===== src/rtl/bpt_pkg.sv =====
// Shared types and constants for the battery percent tracker.
// Used by bpt_div, battery_percent_tracker and the testbench; depends on nothing else.
package bpt_pkg;

    // Field widths fixed by the interface.
    localparam int VW = 10;   // cell voltage and knot registers
    localparam int DW = 6;    // drop compensation
    localparam int PW = 7;    // percent
    localparam int GW = 3;    // bar grade
    localparam int CDW = 7;   // countdown
    localparam int CIW = 3;   // configuration register index

    // Configuration register indexes.
    localparam logic [CIW-1:0] CFG_VOLT_FLOOR = 3'd0;
    localparam logic [CIW-1:0] CFG_KNOT_20    = 3'd1;
    localparam logic [CIW-1:0] CFG_KNOT_40    = 3'd2;
    localparam logic [CIW-1:0] CFG_KNOT_60    = 3'd3;
    localparam logic [CIW-1:0] CFG_KNOT_80    = 3'd4;
    localparam logic [CIW-1:0] CFG_KNOT_TOP   = 3'd5;
    localparam logic [CIW-1:0] CFG_DROP_COMP  = 3'd6;

    // Configuration values after reset.
    localparam logic [VW-1:0] RST_VOLT_FLOOR = 10'd330;
    localparam logic [VW-1:0] RST_KNOT_20    = 10'd365;
    localparam logic [VW-1:0] RST_KNOT_40    = 10'd371;
    localparam logic [VW-1:0] RST_KNOT_60    = 10'd383;
    localparam logic [VW-1:0] RST_KNOT_80    = 10'd397;
    localparam logic [VW-1:0] RST_KNOT_TOP   = 10'd415;
    localparam logic [DW-1:0] RST_DROP_COMP  = 6'd0;

    // Percent levels.
    localparam logic [PW-1:0] PCT_FULL      = 7'd100;
    localparam logic [PW-1:0] PCT_CHG_TOP   = 7'd99;
    localparam logic [PW-1:0] PCT_JUMP_BELOW = 7'd80;

    // Full-charge ramp: one step every RAMP_TICKS + 1 ticks.
    localparam logic [5:0] RAMP_TICKS     = 6'd40;
    localparam logic [5:0] RST_RAMP_COUNT = 6'd20;

    // Slew counter levels.
    localparam logic signed [15:0] SLEW_MID    = 16'sd100;
    localparam logic signed [15:0] SLEW_STEP   = 16'sd200;
    localparam logic signed [16:0] SLEW_MAX    = 17'sd32767;

    // Gap thresholds of the slew counter and the resync limit.
    localparam logic [7:0] GAP_CLEAR   = 8'd15;
    localparam logic [7:0] GAP_BIG     = 8'd10;
    localparam logic [7:0] GAP_MID     = 8'd5;
    localparam logic [7:0] GAP_SMALL   = 8'd3;
    localparam logic [7:0] GAP_RESYNC  = 8'd30;

    // Lower bounds of bar grades two to five.
    localparam logic [PW-1:0] GRADE_2_MIN = 7'd21;
    localparam logic [PW-1:0] GRADE_3_MIN = 7'd41;
    localparam logic [PW-1:0] GRADE_4_MIN = 7'd61;
    localparam logic [PW-1:0] GRADE_5_MIN = 7'd81;

    // Sequencer states.
    typedef enum logic [2:0] {
        ST_IDLE,
        ST_PREP,
        ST_SEARCH,
        ST_DIVIDE,
        ST_TRACK,
        ST_SETTLE,
        ST_FULL,
        ST_DONE
    } state_t;

    // Sequencer strobes.
    typedef struct packed {
        logic in_ready;
        logic div_start;
        logic out_load;
    } ctl_t;

    // Bar grade of a displayed percent.
    function automatic logic [GW-1:0] grade_of(input logic [PW-1:0] p);
        logic [GW-1:0] g;
        begin
            priority if (p >= GRADE_5_MIN) g = 3'd5;
            else if (p >= GRADE_4_MIN) g = 3'd4;
            else if (p >= GRADE_3_MIN) g = 3'd3;
            else if (p >= GRADE_2_MIN) g = 3'd2;
            else if (p != '0) g = 3'd1;
            else g = 3'd0;
            return g;
        end
    endfunction

endpackage


===== src/rtl/battery_percent_tracker.sv =====
// Battery percent tracker: one input beat per tick gives one result beat with
// the displayed percent, its bar grade and the countdown. The time from
// acceptance to result is set by the knot search, which compares one knot per
// cycle, and by the serial divider, which makes one quotient bit per cycle; the
// full-charge path skips both. One item is in work at a time; the next is taken
// once the previous result sits in the output register, which may still wait
// for the consumer. Configuration writes are taken in any cycle and should
// only be issued while the block is idle. Depends on bpt_pkg and bpt_div.
module battery_percent_tracker #(
    parameter int KNOTS = 6
) (
    input  logic                          clk,
    input  logic                          rst_n,
    // Input channel
    input  logic                          in_valid,
    output logic                          in_ready,
    input  logic [bpt_pkg::VW-1:0]        cell_volt,
    input  logic                          charging,
    input  logic                          full_flag,
    input  logic                          load_event,
    input  logic                          force_resync,
    input  logic [bpt_pkg::CDW-1:0]       countdown_in,
    // Result channel
    output logic                          out_valid,
    input  logic                          out_ready,
    output logic [bpt_pkg::PW-1:0]        percent,
    output logic [bpt_pkg::GW-1:0]        bar_grade,
    output logic [bpt_pkg::CDW-1:0]       countdown_out,
    // Configuration channel
    input  logic                          cfg_valid,
    output logic                          cfg_ready,
    input  logic [bpt_pkg::CIW-1:0]       cfg_index,
    input  logic [bpt_pkg::VW-1:0]        cfg_data
);

    localparam int SEG_PCT = 100 / (KNOTS - 1);
    localparam int QW      = $clog2(SEG_PCT + 1);
    localparam int NW      = $clog2(1024 * SEG_PCT);
    localparam int IW      = $clog2(KNOTS);
    localparam int VW      = bpt_pkg::VW;
    localparam int PW      = bpt_pkg::PW;
    localparam int CDW     = bpt_pkg::CDW;

    // Sequencer
    bpt_pkg::state_t state_reg;
    bpt_pkg::state_t state_next;
    bpt_pkg::ctl_t   ctl;

    // Configuration registers
    logic [VW-1:0]          volt_floor_reg;
    logic [VW-1:0]          knot_20_reg;
    logic [VW-1:0]          knot_40_reg;
    logic [VW-1:0]          knot_60_reg;
    logic [VW-1:0]          knot_80_reg;
    logic [VW-1:0]          knot_top_reg;
    logic [bpt_pkg::DW-1:0] drop_comp_reg;

    // Tracker state
    logic [PW-1:0]        shown_reg;
    logic signed [15:0]   slew_reg;
    logic [5:0]           ramp_reg;
    logic [7:0]           prev_reg;
    logic                 synced_reg;
    logic                 load_latch_reg;

    // Per-item working registers
    logic [VW-1:0]  volt_reg;
    logic           chg_reg;
    logic           full_reg;
    logic           force_reg;
    logic [CDW-1:0] cd_reg;
    logic [PW-1:0]  a_reg;
    logic [PW-1:0]  p_reg;
    logic [IW-1:0]  idx_reg;
    logic [PW-1:0]  base_reg;
    logic [VW-1:0]  lo_reg;

    // Output register
    logic                   out_valid_reg;
    logic [PW-1:0]          percent_reg;
    logic [bpt_pkg::GW-1:0] grade_reg;
    logic [CDW-1:0]         cd_out_reg;

    // Combinational values
    logic [VW-1:0]  volt_comp;
    logic [7:0]     idx_wide;
    logic [VW-1:0]  knot_sel;
    logic           search_more;
    logic [VW-1:0]  den_sel;
    logic [VW-1:0]  off_sel;
    logic [NW-1:0]  num_sel;
    logic           div_done;
    logic [QW-1:0]  div_quo;

    logic [PW-1:0]        p_snap;
    logic [7:0]           a8;
    logic [7:0]           p8;
    logic                 latch_live;
    logic                 latch_next;
    logic signed [16:0]   slew_base;
    logic signed [16:0]   slew_sum;
    logic signed [15:0]   slew_sat;

    logic signed [15:0]   slew_next;
    logic [PW-1:0]        p_fin;
    logic                 synced_next;

    logic [PW-1:0]        pf;
    logic [CDW-1:0]       cdf;
    logic [5:0]           ramp_next;

    // Drop compensation applied as the beat is taken.
    always_comb
    begin
        volt_comp = cell_volt;
        if (charging && (cell_volt > volt_floor_reg))
        begin
            volt_comp = (cell_volt > VW'(drop_comp_reg)) ?
                        (cell_volt - VW'(drop_comp_reg)) : '0;
        end
    end

    // Knot table read; entries past knot_80 read as the top knot.
    assign idx_wide = 8'(idx_reg);

    always_comb
    begin
        priority if (idx_wide == 8'd0) knot_sel = volt_floor_reg;
        else if (idx_wide >= 8'(KNOTS - 1)) knot_sel = knot_top_reg;
        else if (idx_wide == 8'd1) knot_sel = knot_20_reg;
        else if (idx_wide == 8'd2) knot_sel = knot_40_reg;
        else if (idx_wide == 8'd3) knot_sel = knot_60_reg;
        else if (idx_wide == 8'd4) knot_sel = knot_80_reg;
        else knot_sel = knot_top_reg;
    end

    // Segment search step and the divider operands for the found segment.
    always_comb
    begin
        search_more = (idx_wide < 8'(KNOTS - 1)) && (volt_reg >= knot_sel);
        den_sel     = (knot_sel > lo_reg) ? (knot_sel - lo_reg) : VW'(1);
        off_sel     = (volt_reg > lo_reg) ? (volt_reg - lo_reg) : '0;
        num_sel     = NW'(off_sel) * NW'(SEG_PCT);
    end

    bpt_div #(
        .NW(NW),
        .QW(QW)
    ) u_div (
        .clk   (clk),
        .rst_n (rst_n),
        .start (ctl.div_start),
        .num   (num_sel),
        .den   (den_sel),
        .done  (div_done),
        .quo   (div_quo)
    );

    // Slew counter update for one tick.
    always_comb
    begin
        p_snap     = (synced_reg && !force_reg) ? shown_reg : a_reg;
        a8         = {1'b0, a_reg};
        p8         = {1'b0, p_snap};
        latch_live = load_latch_reg && !chg_reg;
        latch_next = latch_live;
        slew_base  = {slew_reg[15], slew_reg};
        slew_sum   = slew_base;
        priority if ((a8 + bpt_pkg::GAP_CLEAR) < p8)
        begin
            slew_sum = '0;
        end
        else if ((a8 + bpt_pkg::GAP_SMALL) < p8)
        begin
            priority if ((a8 + bpt_pkg::GAP_BIG) < p8) slew_sum = slew_base - 17'sd5;
            else if ((a8 + bpt_pkg::GAP_MID) < p8) slew_sum = slew_base - 17'sd2;
            else slew_sum = slew_base - 17'sd1;
            // A pending load event turns the slow fall into an immediate step.
            if (latch_live)
            begin
                slew_sum   = '0;
                latch_next = 1'b0;
            end
        end
        else if (a8 > (p8 + bpt_pkg::GAP_BIG))
        begin
            slew_sum = slew_base + 17'sd10;
        end
        else if (a8 > (p8 + bpt_pkg::GAP_MID))
        begin
            slew_sum = slew_base + 17'sd2;
        end
        else if (a8 > p8)
        begin
            slew_sum = slew_base + 17'sd1;
        end
        else if (a_reg != '0)
        begin
            slew_sum = {bpt_pkg::SLEW_MID[15], bpt_pkg::SLEW_MID};
        end
        slew_sat = (slew_sum > bpt_pkg::SLEW_MAX) ? 16'sh7FFF : slew_sum[15:0];
    end

    // Percent step when the counter runs out or, while charging, reaches the step level; and resync check.
    always_comb
    begin
        slew_next = slew_reg;
        p_fin     = p_reg;
        if (slew_reg <= 16'sd0)
        begin
            slew_next = bpt_pkg::SLEW_MID;
            if (p_reg != '0)
            begin
                p_fin = p_reg - 1'b1;
            end
        end
        else if ((slew_reg >= bpt_pkg::SLEW_STEP) && chg_reg)
        begin
            slew_next = bpt_pkg::SLEW_MID;
            if (p_reg < bpt_pkg::PCT_FULL)
            begin
                p_fin = p_reg + 1'b1;
            end
        end
        synced_next = !({1'b0, p_fin} > (a8 + bpt_pkg::GAP_RESYNC));
    end

    // Full-charge path.
    always_comb
    begin
        pf        = shown_reg;
        cdf       = cd_reg;
        ramp_next = ramp_reg;
        if (chg_reg)
        begin
            if ((shown_reg < bpt_pkg::PCT_FULL) || (cd_reg != '0))
            begin
                if (shown_reg < bpt_pkg::PCT_JUMP_BELOW)
                begin
                    pf  = bpt_pkg::PCT_FULL;
                    cdf = '0;
                end
                else if (ramp_reg < bpt_pkg::RAMP_TICKS)
                begin
                    ramp_next = ramp_reg + 1'b1;
                end
                else
                begin
                    ramp_next = '0;
                    if (shown_reg < bpt_pkg::PCT_FULL)
                    begin
                        pf = shown_reg + 1'b1;
                    end
                    if (cd_reg != '0)
                    begin
                        cdf = cd_reg - 1'b1;
                    end
                end
            end
        end
        else if (prev_reg > {1'b0, shown_reg})
        begin
            pf  = bpt_pkg::PCT_FULL;
            cdf = '0;
        end
    end

    // Next state.
    always_comb
    begin
        state_next = state_reg;
        unique case (state_reg)
            bpt_pkg::ST_IDLE:
            begin
                if (in_valid)
                begin
                    state_next = bpt_pkg::ST_PREP;
                end
            end
            bpt_pkg::ST_PREP:
            begin
                priority if (full_reg) state_next = bpt_pkg::ST_FULL;
                else if (volt_reg < volt_floor_reg) state_next = bpt_pkg::ST_TRACK;
                else if (volt_reg >= knot_top_reg) state_next = bpt_pkg::ST_TRACK;
                else state_next = bpt_pkg::ST_SEARCH;
            end
            bpt_pkg::ST_SEARCH:
            begin
                if (!search_more)
                begin
                    state_next = bpt_pkg::ST_DIVIDE;
                end
            end
            bpt_pkg::ST_DIVIDE:
            begin
                if (div_done)
                begin
                    state_next = bpt_pkg::ST_TRACK;
                end
            end
            bpt_pkg::ST_TRACK:  state_next = bpt_pkg::ST_SETTLE;
            bpt_pkg::ST_SETTLE: state_next = bpt_pkg::ST_DONE;
            bpt_pkg::ST_FULL:   state_next = bpt_pkg::ST_DONE;
            bpt_pkg::ST_DONE:
            begin
                if (!out_valid_reg || out_ready)
                begin
                    state_next = bpt_pkg::ST_IDLE;
                end
            end
            default: state_next = bpt_pkg::ST_IDLE;
        endcase
    end

    // Sequencer strobes.
    always_comb
    begin
        ctl.in_ready  = (state_reg == bpt_pkg::ST_IDLE);
        ctl.div_start = (state_reg == bpt_pkg::ST_SEARCH) && !search_more;
        ctl.out_load  = (state_reg == bpt_pkg::ST_DONE) && (!out_valid_reg || out_ready);
    end

    // Control and tracker state.
    always_ff @(posedge clk or negedge rst_n)
    begin
        if (!rst_n)
        begin
            state_reg      <= bpt_pkg::ST_IDLE;
            volt_floor_reg <= bpt_pkg::RST_VOLT_FLOOR;
            knot_20_reg    <= bpt_pkg::RST_KNOT_20;
            knot_40_reg    <= bpt_pkg::RST_KNOT_40;
            knot_60_reg    <= bpt_pkg::RST_KNOT_60;
            knot_80_reg    <= bpt_pkg::RST_KNOT_80;
            knot_top_reg   <= bpt_pkg::RST_KNOT_TOP;
            drop_comp_reg  <= bpt_pkg::RST_DROP_COMP;
            shown_reg      <= '0;
            slew_reg       <= bpt_pkg::SLEW_MID;
            ramp_reg       <= bpt_pkg::RST_RAMP_COUNT;
            prev_reg       <= 8'hFF;
            synced_reg     <= 1'b0;
            load_latch_reg <= 1'b0;
            out_valid_reg  <= 1'b0;
        end
        else
        begin
            state_reg <= state_next;

            // Configuration writes.
            if (cfg_valid)
            begin
                unique case (cfg_index)
                    bpt_pkg::CFG_VOLT_FLOOR: volt_floor_reg <= cfg_data;
                    bpt_pkg::CFG_KNOT_20:    knot_20_reg    <= cfg_data;
                    bpt_pkg::CFG_KNOT_40:    knot_40_reg    <= cfg_data;
                    bpt_pkg::CFG_KNOT_60:    knot_60_reg    <= cfg_data;
                    bpt_pkg::CFG_KNOT_80:    knot_80_reg    <= cfg_data;
                    bpt_pkg::CFG_KNOT_TOP:   knot_top_reg   <= cfg_data;
                    bpt_pkg::CFG_DROP_COMP:  drop_comp_reg  <= cfg_data[bpt_pkg::DW-1:0];
                    default: ;
                endcase
            end

            // Load events are held until a falling gap uses them or a charging tick clears them.
            if (ctl.in_ready && in_valid && load_event)
            begin
                load_latch_reg <= 1'b1;
            end

            // Below the empty knot the counter starts from zero.
            if ((state_reg == bpt_pkg::ST_PREP) && !full_reg && (volt_reg < volt_floor_reg))
            begin
                slew_reg <= '0;
            end

            if (state_reg == bpt_pkg::ST_TRACK)
            begin
                slew_reg       <= slew_sat;
                load_latch_reg <= latch_next;
            end

            if (state_reg == bpt_pkg::ST_SETTLE)
            begin
                slew_reg   <= slew_next;
                shown_reg  <= p_fin;
                prev_reg   <= {1'b0, p_fin};
                synced_reg <= synced_next;
            end

            if (state_reg == bpt_pkg::ST_FULL)
            begin
                shown_reg  <= pf;
                prev_reg   <= {1'b0, pf};
                ramp_reg   <= ramp_next;
                synced_reg <= 1'b1;
            end

            // Result beat handshake.
            if (ctl.out_load)
            begin
                out_valid_reg <= 1'b1;
            end
            else if (out_ready)
            begin
                out_valid_reg <= 1'b0;
            end
        end
    end

    // Per-item datapath and output payload.
    always_ff @(posedge clk)
    begin
        if (ctl.in_ready && in_valid)
        begin
            volt_reg  <= volt_comp;
            chg_reg   <= charging;
            full_reg  <= full_flag;
            force_reg <= force_resync;
            cd_reg    <= countdown_in;
        end

        if (state_reg == bpt_pkg::ST_PREP)
        begin
            idx_reg  <= IW'(1);
            base_reg <= '0;
            lo_reg   <= volt_floor_reg;
            if (volt_reg < volt_floor_reg)
            begin
                a_reg <= '0;
            end
            else
            begin
                a_reg <= chg_reg ? bpt_pkg::PCT_CHG_TOP : bpt_pkg::PCT_FULL;
            end
        end

        // One knot per cycle while the voltage is at or above it.
        if ((state_reg == bpt_pkg::ST_SEARCH) && search_more)
        begin
            lo_reg   <= knot_sel;
            idx_reg  <= idx_reg + 1'b1;
            base_reg <= base_reg + PW'(SEG_PCT);
        end

        if ((state_reg == bpt_pkg::ST_DIVIDE) && div_done)
        begin
            a_reg <= base_reg + PW'(div_quo);
        end

        if (state_reg == bpt_pkg::ST_TRACK)
        begin
            p_reg <= p_snap;
        end

        if (state_reg == bpt_pkg::ST_FULL)
        begin
            cd_reg <= cdf;
        end

        if (ctl.out_load)
        begin
            percent_reg <= shown_reg;
            grade_reg   <= bpt_pkg::grade_of(shown_reg);
            cd_out_reg  <= cd_reg;
        end
    end

    assign in_ready      = ctl.in_ready;
    assign cfg_ready     = 1'b1;
    assign out_valid     = out_valid_reg;
    assign percent       = percent_reg;
    assign bar_grade     = grade_reg;
    assign countdown_out = cd_out_reg;

endmodule


===== src/rtl/bpt_div.sv =====
// Bit-serial restoring divider for the knot interpolation.
// Produces one quotient bit per cycle; uses bpt_pkg for the divisor width.
module bpt_div #(
    parameter int NW = 15,
    parameter int QW = 5
) (
    input  logic                   clk,
    input  logic                   rst_n,
    input  logic                   start,
    input  logic [NW-1:0]          num,
    input  logic [bpt_pkg::VW-1:0] den,
    output logic                   done,
    output logic [QW-1:0]          quo
);

    localparam int CW = (QW > 1) ? $clog2(QW) : 1;

    logic          busy_reg;
    logic          done_reg;
    logic [CW-1:0] cnt_reg;
    logic [NW-1:0] rem_reg;
    logic [NW-1:0] dsh_reg;
    logic [QW-1:0] quo_reg;
    logic          fits;
    logic [NW-1:0] rem_next;

    // Trial subtraction of the shifted divisor.
    always_comb
    begin
        fits     = (rem_reg >= dsh_reg);
        rem_next = fits ? (rem_reg - dsh_reg) : rem_reg;
    end

    // Step counter and completion pulse.
    always_ff @(posedge clk or negedge rst_n)
    begin
        if (!rst_n)
        begin
            busy_reg <= 1'b0;
            done_reg <= 1'b0;
            cnt_reg  <= '0;
        end
        else
        begin
            done_reg <= 1'b0;
            if (start)
            begin
                busy_reg <= 1'b1;
                cnt_reg  <= CW'(QW - 1);
            end
            else if (busy_reg)
            begin
                if (cnt_reg == '0)
                begin
                    busy_reg <= 1'b0;
                    done_reg <= 1'b1;
                end
                else
                begin
                    cnt_reg <= cnt_reg - 1'b1;
                end
            end
        end
    end

    // Remainder, divisor and quotient shift registers.
    always_ff @(posedge clk)
    begin
        if (start)
        begin
            rem_reg <= num;
            dsh_reg <= NW'(den) << (QW - 1);
            quo_reg <= '0;
        end
        else if (busy_reg)
        begin
            rem_reg <= rem_next;
            dsh_reg <= dsh_reg >> 1;
            quo_reg <= {quo_reg[QW-2:0], fits};
        end
    end

    assign done = done_reg;
    assign quo  = quo_reg;

endmodule


===== config.mk =====
export PLATFORM = sky130hd
export DESIGN_NAME = battery_percent_tracker
export DESIGN_NICKNAME = d
export VERILOG_FILES = /design/src/rtl/bpt_pkg.sv /design/src/rtl/battery_percent_tracker.sv /design/src/rtl/bpt_div.sv
export SDC_FILE = /design/constraint.sdc
export NUM_CORES = 1
export LEC_CHECK = 0
export ABC_AREA = 0
export CAP_MARGIN = 20
export CORE_UTILIZATION = 66
export CTS_CLUSTER_DIAMETER = 40
export CTS_CLUSTER_SIZE = 12
export DETAILED_ROUTE_END_ITERATION = 12
export DONT_BUFFER_PORTS = 1
export PLACE_DENSITY_LB_ADDON = 0.2
export SYNTH_ARGS = -nofsm -noshare
export SYNTH_HDL_FRONTEND = slang
export SYNTH_HIERARCHICAL = 1
export SYNTH_SLANG_ARGS = --single-unit

===== constraint.sdc =====
create_clock -name clk -period 6.3 [get_ports clk]
set_input_delay 0.315 -clock clk [delete_from_list [all_inputs] [get_ports clk]]
set_output_delay 0.315 -clock clk [all_outputs]
set_load 0.1 [all_outputs]

# Word level (Yosys, flattened, before mapping)

Index checks and enable logic that the tools add are counted.

Register bits after elaboration: 219
Bits of input ports: 39
Output and inout port bits: 20
Word-level logic and storage cells: 269

$add $sub $neg: 26
Multipliers: 1
Order comparisons: 30
Equal/unequal tests: 27
Multiplexer cells: 93
Bitwise operators: 1
Reductions and logical operators: 54

Operators by type and width:

| kind                    | count |
|---|---|
| $mux W7                 | 26 |
| $mux W17                | 9 |
| $mux W10                | 12 |
| $mux W16                | 6 |
| $mux W15                | 3 |
| $mux W3                 | 13 |
| $lt A8 B7 Y1            | 4 |
| $gt A10 B10 Y1          | 3 |
| $mux W14                | 2 |
| $reduce_bool A7 Y1      | 4 |
| $add A7 B4 Y8 const B   | 3 |
| $eq A3 B3 Y1 const B    | 8 |
| $gt A7 B8 Y1            | 3 |
| $reduce_and A2 Y1       | 11 |
| $lt A7 B7 Y1 const B    | 3 |
| $pmux W3 S7             | 1 |
| $ge A10 B10 Y1          | 2 |
| $sub A10 B10 Y10        | 2 |
| $eq A3 B2 Y1 const B    | 6 |
| $add A16 B2 Y17 const B | 1 |
| $add A16 B3 Y17 const B | 1 |
| $add A16 B5 Y17 const B | 1 |
| $gt A17 B16 Y1 const B  | 1 |
| $sub A16 B2 Y17 const B | 1 |
| 48 further kinds        | 106 |

# Longest topological paths before layout

Gate-level depths: netlist of run 1.

Word-level depth: 13
Mapped depth: 27
Mapped depth without buffers: 26

# Cells and area by module

The synthesis of run 1 kept the hierarchy.

Modules (own cells, without submodules):

| module                  | instances | cells each | area an instance (um^2) | sequential area each (um^2) |
|---|---|---|---|---|
| battery_percent_tracker | 1         | 1669       | 15177.1                 | 4860.9 |
| bpt_div                 | 1         | 251        | 2389.8                  | 1056.0 |

# Least setup slack after synthesis of run 1

OpenSTA, ideal clock, no wires.

Path kind: flip-flop to flip-flop
Start: register idx_reg[0]
End: register u_div.rem_reg[0] (enable)
Library setup time: 0.396 ns
Arrival: 4.800 ns
Required time: 5.904 ns
Setup slack: 1.104 ns
Stages on the path, launching flop included: 23
Buffers on the path: 2
Period minus slack after synthesis: 5.196 ns
Cell sequence: edfxtp_1 inv_1 ha_1 nand2_1 mux2i_1 o21ai_0 a22o_1 mux2i_1 a31oi_1 mux2_2 ha_1 nand2b_1 a21o_1 a21o_1 a21o_1 a21o_1 a21oi_1 o21ai_0 a31oi_1 clkbuf_1 clkbuf_1 nor2_1 a31oi_1

RTL lines:

| item                     | line                           | RTL |
|---|---|---|
| start: declaration       | battery_percent_tracker.sv:74  | `logic [IW-1:0] idx_reg;` |
| start signal: assignment | battery_percent_tracker.sv:440 | `idx_reg <= idx_reg + 1'b1;` |
| end signal: assignment   | bpt_div.sv:71                  | `rem_reg <= num;` |
| end signal: assignment   | bpt_div.sv:77                  | `rem_reg <= rem_next;` |
| end: declaration         | bpt_div.sv:21                  | `logic [NW-1:0] rem_reg;` |

==> results_dict.tcl, run 1 <==
set metrics [dict create \
    hold_slack_ps 11.6 \
    synth_seq_cells 217 \
    dr_total_vias 15000 \
    p_seq_frac 0.271 \
    synth_warnings 6 \
    htreeDepth 2 \
    hold_path_class "primary input to flop" \
    syn_area_um2 17600 \
    nets 2146 \
    yosys-top-cells-area "edfxtp_1, ha_1, dfrtp_1" \
    critPathKind "flop to flop" \
    p_int_mw 5.74 \
    initial_utilization 0.674 \
    seq_area_um2 5920 \
    first_global_vias 14600 \
    cp-endpoint "u_div/rem_reg[13]" \
    fin_cells 2276 \
    crit_fanout 46 \
    wl_um 47200 \
    drv_cap 0 \
    die-width_um 165 \
    status "completed" \
    io_pins 59 \
    yosysMostFrequentCell "ha_1" \
    fillers 1860 \
    place_congestion 1.01 \
    synthArstFlopShare 0.525 \
    grt_first_pass_wirelength_um 75900 \
    max-slew-margin-rel 0.276 \
    peakVddDrop_uv 552 \
    synth-edff-count 94 \
    leakage_nw 8.21 \
    antenna_found_initial 1 \
    grt_setup_unrepaired "no" \
    timing.rr.start "idx_reg[2]" \
    postSynthAreaPerCell_um2 9.15 \
    drtIter0Drc 1612 \
    synth_largest_area_cell "edfxtp_1" \
    cp-startpoint "idx_reg[2]" \
    post_drt_wl_per_cell_um 20.8 \
    core_area_um2 26100 \
    route.detailed.drc 0 \
    syn_inst 1920 \
    multi_input_area_um2 10800 \
    setup_tns_ps 0 \
    yosysSeqAreaShare 0.337 \
    portBuffers 0 \
    cts_tree "yes" \
    rr_worst_depth 19 \
    largest_reg_flops 16 \
    avgViaCountPerCell 6.59 \
    syn2layout_area_growth_pct 9.37 \
    power_density_nw_per_um2 578 \
    grt_use_total 0.354 \
    clock_latency_ps 530 \
    power_frac_comb 0.557 \
    cts_buffers 36 \
    ant_nets 0 \
    synth-main-ff-cell "edfxtp_1" \
    hold_viol 0 \
    clk_path_buf_depth 3 \
    r2r_end "u_div/rem_reg[13]" \
    clock-sinks 217 \
    fmax_mhz 184 \
    place_inst 2190 \
    reg2reg_slack_ps 860 \
    worstMarginPinSlew_ps 1060 \
    overflow 0 \
    slew_viol_final 0 \
    dieArea_um2 27300 \
    netlist.area_leader.share 0.161 \
    die_h_um 165 \
    setup_viol 0 \
    required_ps 6570 \
    synth_commonest_cells "ha_1, nor2_1, nand2_1" \
    num_rows 59 \
    switching_share 0.483 \
    dp_hpwl_um 33400 \
    clock_power_share 0.172 \
    dr.pass1.iters 5 \
    cts-root-buf "clkbuf_16" \
    skew_ps 32.3 \
    fin_crit_ps 5440 \
    grt_max_degree 115 \
    ys_types 99 \
    drive_gt1_frac 0.127 \
    cp-end-kind "flop" \
    cp-start-kind "flop" \
    path_clk_slew_ps 60 \
    finalCritPeriodShare 0.863 \
    power.switching_mw 5.36 \
    worstPathArrival_ps 5710 \
    ctsResizeCount 0 \
]
## area by class of cell
cell class / instances / share of cell area
Antenna cell: 1 / 0.000130
Clock buffer: 46 / 0.0531
Clock inverter: 19 / 0.00782
Inverter: 138 / 0.0270
Multi-Input combinational cell: 1482 / 0.563
Sequential cell: 217 / 0.308
Tap cell: 335 / 0.0218
Timing Repair Buffer: 38 / 0.0193
## cell usage in the layout (no fill, tap or decap), drive strengths merged, types with 8 or more instances in the layout
cell type,count
mux2,82
clkinv,10
and2,12
mux2i,45
o211ai,27
a31oi,29
nand2b,18
edfxtp,94
nor2,159
o21a,20
a21oi,105
o21ai,134
o21bai,9
o22ai,8
dfstp,49
a221o,12
xnor2,65
a22o,8
dfrtp,65
nand3,36
clkbuf,47
and3,11
ha,188
dfxtp,9
dlygate4sd3,19
nand4,29
xor2,36
nor3,45
inv,143
nand2,156
or3,16
a211oi,13
o31ai,14
a21o,41
nor3b,8
buf,18
nor2b,26
## routing by layer
metal  vias to the layer above  part of all wire  routed length [µm]  track usage
li1                       6990                 -                   -            -
met1                      7159              0.41               19200        0.457
met4                         0             0.040                1890        0.153
met3                       150             0.075                3560       0.0509
met5                         -                 0                   0            0
met2                       700              0.48               22600        0.590
## how the worst min path moves through the flow
stage / start / to / slack [ps] / depth (start not counted)
global route: cell_volt[5] / volt_reg[5] / 5 / 1
global placement: rst_n / knot_40_reg[3] / 20 / 0
finish: countdown_in[2] / cd_reg[2] / 10 / 2
CTS: cell_volt[4] / volt_reg[4] / 1 / 1
floorplan: rst_n / drop_comp_reg[0] / 20 / 0
detailed placement: rst_n / knot_40_reg[3] / 20 / 0
## logic make-up after synthesis
group,count (synthesis),share of synthesized area
AND/OR/NAND/NOR,558,0.154
AO/OA/AOI/OAI,498,0.188
buffers and inverters,222,0.0499
flip-flops,217,0.337
adder cells (fa/ha/maj),195,0.141
multiplexers,127,0.0789
XOR/XNOR,101,0.0504
other,2,0.000428
## repair_timing
action / 4_1_cts / 5_1_grt
setup buffers: 0 / 0
setup endpoints to repair: 0 / 0
hold endpoints to repair: 188 / 0
hold buffers: 20 / 0
## metrics by stage
stage / util / power, mW / worst slack (ps) / cell area [µm²]
2_1_floorplan: - / 7.46 / 1100 / 17600
3_3_place_gp: 0.684 / 8.75 / 1150 / 17800
3_5_place_dp: 0.684 / 8.98 / 960 / 17800
4_1_cts: 0.737 / 11.0 / 936 / 19200
5_1_grt: 0.737 / 11.8 / 408 / 19200
6_report: 0.737 / 11.1 / 861 / 19200
## critical path: stages (launching register included)
cell and delay (ps):
edfxtp_1 670, nand2_1 520, mux2i_1 290, o21ai_0 130, a22o_1 220, mux2i_1 140, a31oi_1 140, mux2_2 330
ha_1 270, nand2b_1 150, a21o_1 180, a21o_1 160, a21o_1 180, a21o_1 180, a21oi_1 150, o21ai_0 190
a31oi_4 350, buf_4 470, o21ai_0 150, mux2_1 290
## power groups by stage
stage	combinational, mW	clock, mW	sequential, mW
after global placement	5.77	0	2.98
after detailed placement	5.97	0	3.00
after global routing	6.80	1.98	3.07
final	6.19	1.91	3.01
after floorplan	4.79	0	2.67
after CTS	6.06	1.91	2.99
(Power assumes the default switching activity.)
==> run 2: changes to the inputs <==
REMOVE_ABC_BUFFERS = 1   (was default)
==> run 2 against run 1 <==
  * Power is 1.2% higher
  * Hold slack hardly changed
  * Sequential cell count unchanged
  * Die area stayed put
  * Largest power group unchanged
  * Highest routed layer unchanged
==> results_dict.tcl, run 2 (synthesis gave the netlist of run 1 again) <==
set metrics [dict create \
    required_ps 6640 \
    overflow 0 \
    drive_gt1_frac 0.130 \
    clock-sinks 217 \
    skew_ps 31.8 \
    portBuffers 0 \
    reg2reg_slack_ps 840 \
    cts_tree "yes" \
    nets 2152 \
    crit_fanout 26 \
    setup_slack_ps 844 \
    final_common_cell "ha_1" \
    cp-endpoint "u_div/rem_reg[11]" \
    path_clk_slew_ps 60 \
    dr.pass1.iters 8 \
    cp_slowest_cell "a31oi_4" \
    avgViaCountPerCell 6.63 \
    mostFrequentLayoutCells "ha_1, nor2_1, nand2_1" \
    hold_viol 0 \
    setup_viol 0 \
    place_inst 2195 \
    p_seq_frac 0.270 \
    fin_cells 2282 \
    dr_total_vias 15100 \
    grt_setup_unrepaired "no" \
    worstPathArrival_ps 5790 \
    power_frac_comb 0.549 \
    critPathKind "flop to flop" \
    fillers 1856 \
    largest_reg_flops 16 \
    place_area_um2 17900 \
    rr_worst_depth 22 \
    first_global_vias 14700 \
    grt_max_degree 115 \
    fmax_mhz 183 \
    timing.rr.start "idx_reg[0]" \
    die_h_um 165 \
    route.detailed.drc 0 \
    multi_input_area_um2 10800 \
    switching_share 0.478 \
    syn2layout_area_growth_pct 10.0 \
    drv_cap 0 \
    dp_hpwl_um 33700 \
    die-width_um 165 \
    cp-end-kind "flop" \
    cts-root-buf "clkbuf_16" \
    worstMarginPinSlew_ps 1100 \
    drtIter0Drc 1496 \
    initial_utilization 0.674 \
    dp_slack_ps 917 \
    leakage_nw 8.28 \
    htreeDepth 2 \
    place_congestion 0.986 \
    ctsResizeCount 0 \
    max_stage_delay_ps 560 \
    grt_use_total 0.350 \
    finalCritPeriodShare 0.866 \
    antenna_found_initial 0 \
    grt_first_pass_wirelength_um 75200 \
    dieArea_um2 27300 \
    wl_um 47100 \
    clock_latency_ps 530 \
    slew_viol_final 0 \
    power.switching_mw 5.37 \
    setup_tns_ps 0 \
    cts_buffers 37 \
    cp-start-kind "flop" \
    p_total_mw 11.2 \
    num_rows 59 \
    io_pins 59 \
    max-slew-margin-rel 0.267 \
    clock_power_share 0.181 \
    fin_crit_ps 5460 \
    p_int_mw 5.87 \
    ant_nets 0 \
    peakVddDrop_uv 465 \
    hold_path_class "primary input to flop" \
    final_area_um2 19300 \
    clk_path_buf_depth 3 \
    r2r_end "u_div/rem_reg[11]" \
    core_area_um2 26100 \
    crit_chain "inv_1 -> ha_1 -> nand2_1 -> mux2i_1 -> o21ai_0 -> a22o_1 -> mux2i_1 -> a31oi_1 -> mux2_2 -> ha_1 -> nand2b_1 -> a21o_1 -> a21o_1 -> a21o_1 -> a21o_1 -> a21oi_1 -> o21ai_0 -> a31oi_4 -> buf_4 -> buf_4 -> nor2_1 -> a311oi_1" \
    diodes 0 \
    seq_area_um2 5920 \
    power_density_nw_per_um2 582 \
    cp-startpoint "idx_reg[0]" \
    post_drt_wl_per_cell_um 20.7 \
    status "completed" \
    path_common_cell "a21o_1" \
]
run 2: metrics by stage:
step,hold slack (ps),util
after floorplan,19.4,-
after global placement,26.1,0.685
after detailed placement,23.9,0.685
after CTS,4.83,0.742
after global routing,3.30,0.742
final,11.6,0.742
run 2: worst min path at each step:
stage                     from          endpoint  slack (ps)  depth (start not counted)
3_5_place_dp             rst_n      shown_reg[2]          20                          0
4_1_cts        countdown_in[0]         cd_reg[0]           5                          2
3_3_place_gp             rst_n      shown_reg[2]          30                          0
6_report       countdown_in[0]         cd_reg[0]          10                          2
2_1_floorplan            rst_n  drop_comp_reg[0]          20                          0
5_1_grt        countdown_in[0]         cd_reg[0]           3                          2
run 2: power groups by stage:
stage | logic, mW | clock network, mW | registers, mW
floorplan | 4.50 | 0 | 2.82
global placement | 5.76 | 0 | 3.01
detailed placement | 5.93 | 0 | 3.03
CTS | 6.04 | 2.04 | 3.01
global route | 6.76 | 2.11 | 3.10
finish | 6.17 | 2.03 | 3.04
run 2: routing by layer:
| layer | wire length, µm | GRT usage | up-vias |
|---|---|---|---|
| met4 | 1910 | 0.153 | 0 |
| li1 | - | - | 7015 |
| met2 | 22700 | 0.592 | 731 |
| met1 | 18800 | 0.442 | 7220 |
| met5 | 0 | 0 | - |
| met3 | 3750 | 0.0554 | 168 |
run 2: repair_timing:
action	in CTS	in global routing
setup buffers	0	0
hold endpoints to repair	188	0
hold buffers	20	0
run 2: layout make-up:
| cell class | instances | area share |
|---|---|---|
| multi-input combinational | 1482 | 0.560 |
| sequential | 217 | 0.306 |
| clock buffer | 42 | 0.0511 |
| inverter | 138 | 0.0268 |
| tap | 335 | 0.0217 |
| timing repair buffer | 43 | 0.0212 |
| clock inverter | 25 | 0.0135 |
run 2: critical path, delay by kind of cell, from the launching register on:
kind                     cells  cell delay (ps)
adder cells (fa/ha/maj)      2              490
buffers and inverters        3              720
multiplexers                 3              670
flip-flops                   1              430
AO/OA/AOI/OAI               11             2320
AND/OR/NAND/NOR              3              620
==> run 3: changes to the inputs <==
CORE_UTILIZATION = 67   (was 66)
CTS_BUF_LIST = sky130_fd_sc_hd__clkbuf_4   (was default)
==> run 3 against run 2 <==
  * Count of clock-buffer cells in the layout decreased by 3
  * Register-to-register slack better by 60 ps
  * Highest routed layer unchanged
  * Final cell count increased by 1.1%
  * Largest cell class unchanged
  * Combinational power hardly changed
  * Core utilization increased by 0.56 points
  * Setup slack better by 57 ps
==> results_dict.tcl, run 3 (synthesis gave the netlist of run 1 again) <==
set metrics [dict create \
    hold_viol 0 \
    path_common_cell "a21oi_1" \
    post_drt_wl_per_cell_um 20.2 \
    num_rows 58 \
    overflow 0 \
    grt_use_total 0.358 \
    dp_hpwl_um 33000 \
    route.detailed.drc 0 \
    max-slew-margin-rel 0.264 \
    clock-sinks 217 \
    syn2layout_area_growth_pct 8.35 \
    r2r_end "u_div/rem_reg[13]" \
    reg2reg_slack_ps 900 \
    wl_um 46700 \
    die_h_um 164 \
    power_density_nw_per_um2 550 \
    io_pins 59 \
    fillers 1795 \
    fin_crit_ps 5400 \
    largest_reg_flops 16 \
    post-route-util 0.747 \
    dieArea_um2 26900 \
    leakage_nw 8.14 \
    dr.pass1.iters 6 \
    nets 2181 \
    core_area_um2 25500 \
    die-width_um 164 \
    setup_slack_ps 900 \
    seq_area_um2 5920 \
    max_stage_delay_ps 410 \
    htreeDepth 2 \
    cp-start-kind "flop" \
    antenna_found_initial 1 \
    multi_input_area_um2 10800 \
    drv_cap 0 \
    final_common_cell "ha_1" \
    fmax_mhz 185 \
    cp-endpoint "u_div/rem_reg[13]" \
    cp_slowest_cell "fa_1" \
    grt_setup_unrepaired "no" \
    cts-root-buf "clkbuf_4" \
    drive_gt1_frac 0.128 \
    avgViaCountPerCell 6.64 \
    clock_latency_ps 680 \
    dr_total_vias 15300 \
    peakVddDrop_uv 438 \
    dp_slack_ps 982 \
    final_area_um2 19000 \
    first_global_vias 15300 \
    required_ps 6730 \
    rr_worst_depth 26 \
    fin_cells 2308 \
    status "completed" \
    cp-startpoint "volt_reg[0]" \
    slew_viol_final 0 \
    portBuffers 0 \
    initial_utilization 0.690 \
    finalCritPeriodShare 0.857 \
    place_area_um2 17800 \
    worstPathArrival_ps 5830 \
    cts_tree "yes" \
    cts_buffers 37 \
    crit_fanout 10 \
    clk_path_buf_depth 3 \
    ctsResizeCount 0 \
    path_clk_slew_ps 110 \
    drtIter0Drc 1640 \
    cts_setup_buffers 0 \
    setup_viol 0 \
    grt_first_pass_wirelength_um 76400 \
    grt_max_degree 115 \
    mostFrequentLayoutCells "ha_1, nor2_1, nand2_1" \
    skew_ps 53.6 \
    worstMarginPinSlew_ps 1100 \
    ant_nets 0 \
    cp-end-kind "flop" \
    place_congestion 0.985 \
    place_inst 2187 \
    hold_path_class "primary input to flop" \
    timing.rr.start "volt_reg[0]" \
    critPathKind "flop to flop" \
]
==> run 3: how the worst min path moves through the flow <==
stage | from | depth (start not counted) | slack [ps] | to
global route | cell_volt[1] | 3 | 40 | volt_reg[1]
finish | cell_volt[1] | 3 | 40 | volt_reg[1]
global placement | rst_n | 0 | 30 | shown_reg[1]
detailed placement | rst_n | 0 | 20 | shown_reg[1]
CTS | cell_volt[1] | 3 | 20 | volt_reg[1]
floorplan | rst_n | 0 | 20 | drop_comp_reg[0]
==> run 3: worst max-delay path: cells and delay by family, from the launching register on <==
kind                     cells  cell delay, ps
buffers and inverters        2             190
AO/OA/AOI/OAI               12            1950
adder cells (fa/ha/maj)      5            1510
XOR/XNOR                     1              80
AND/OR/NAND/NOR              5             700
flip-flops                   1             400
multiplexers                 1             310
==> run 3: stage by stage <==
stage	setup TNS [ps]	total power, mW	hold WS, ps
after floorplan	-20090	7.32	19.4
after global placement	0	8.69	25.5
after detailed placement	0	8.92	25.0
after CTS	0	10.3	15.5
after global routing	0	11.2	39.0
final	0	10.5	43.9
==> run 3: final cells by class <==
type,count,area share
Antenna cell,1,0.000131
Clock buffer,39,0.0154
Clock inverter,29,0.0195
Inverter,138,0.0272
Multi-Input combinational cell,1482,0.568
Sequential cell,217,0.311
Tap cell,330,0.0217
Timing Repair Buffer,72,0.0371
==> run 3: per-layer routing <==
metal,up-vias,part of all wire,GRT usage
met4,0,0.039,0.160
met1,7316,0.40,0.447
li1,7083,-,-
met5,-,0,0
met2,743,0.48,0.612
met3,179,0.079,0.0530
==> run 3: report_power, final <==
group	internal, mW	switching, mW	total [mW]	leakage (nW)
Sequential	2.15	0.872	3.02	2.27
Clock	0.633	0.633	1.27	0.368
Combinational	2.45	3.72	6.18	5.50
Total	5.23	5.23	10.5	8.14
==> run 3: timing repair <==
action,4_1_cts,5_1_grt
hold endpoints to repair,203,0
endpoints found under the setup margin,0,0
hold buffers,52,0
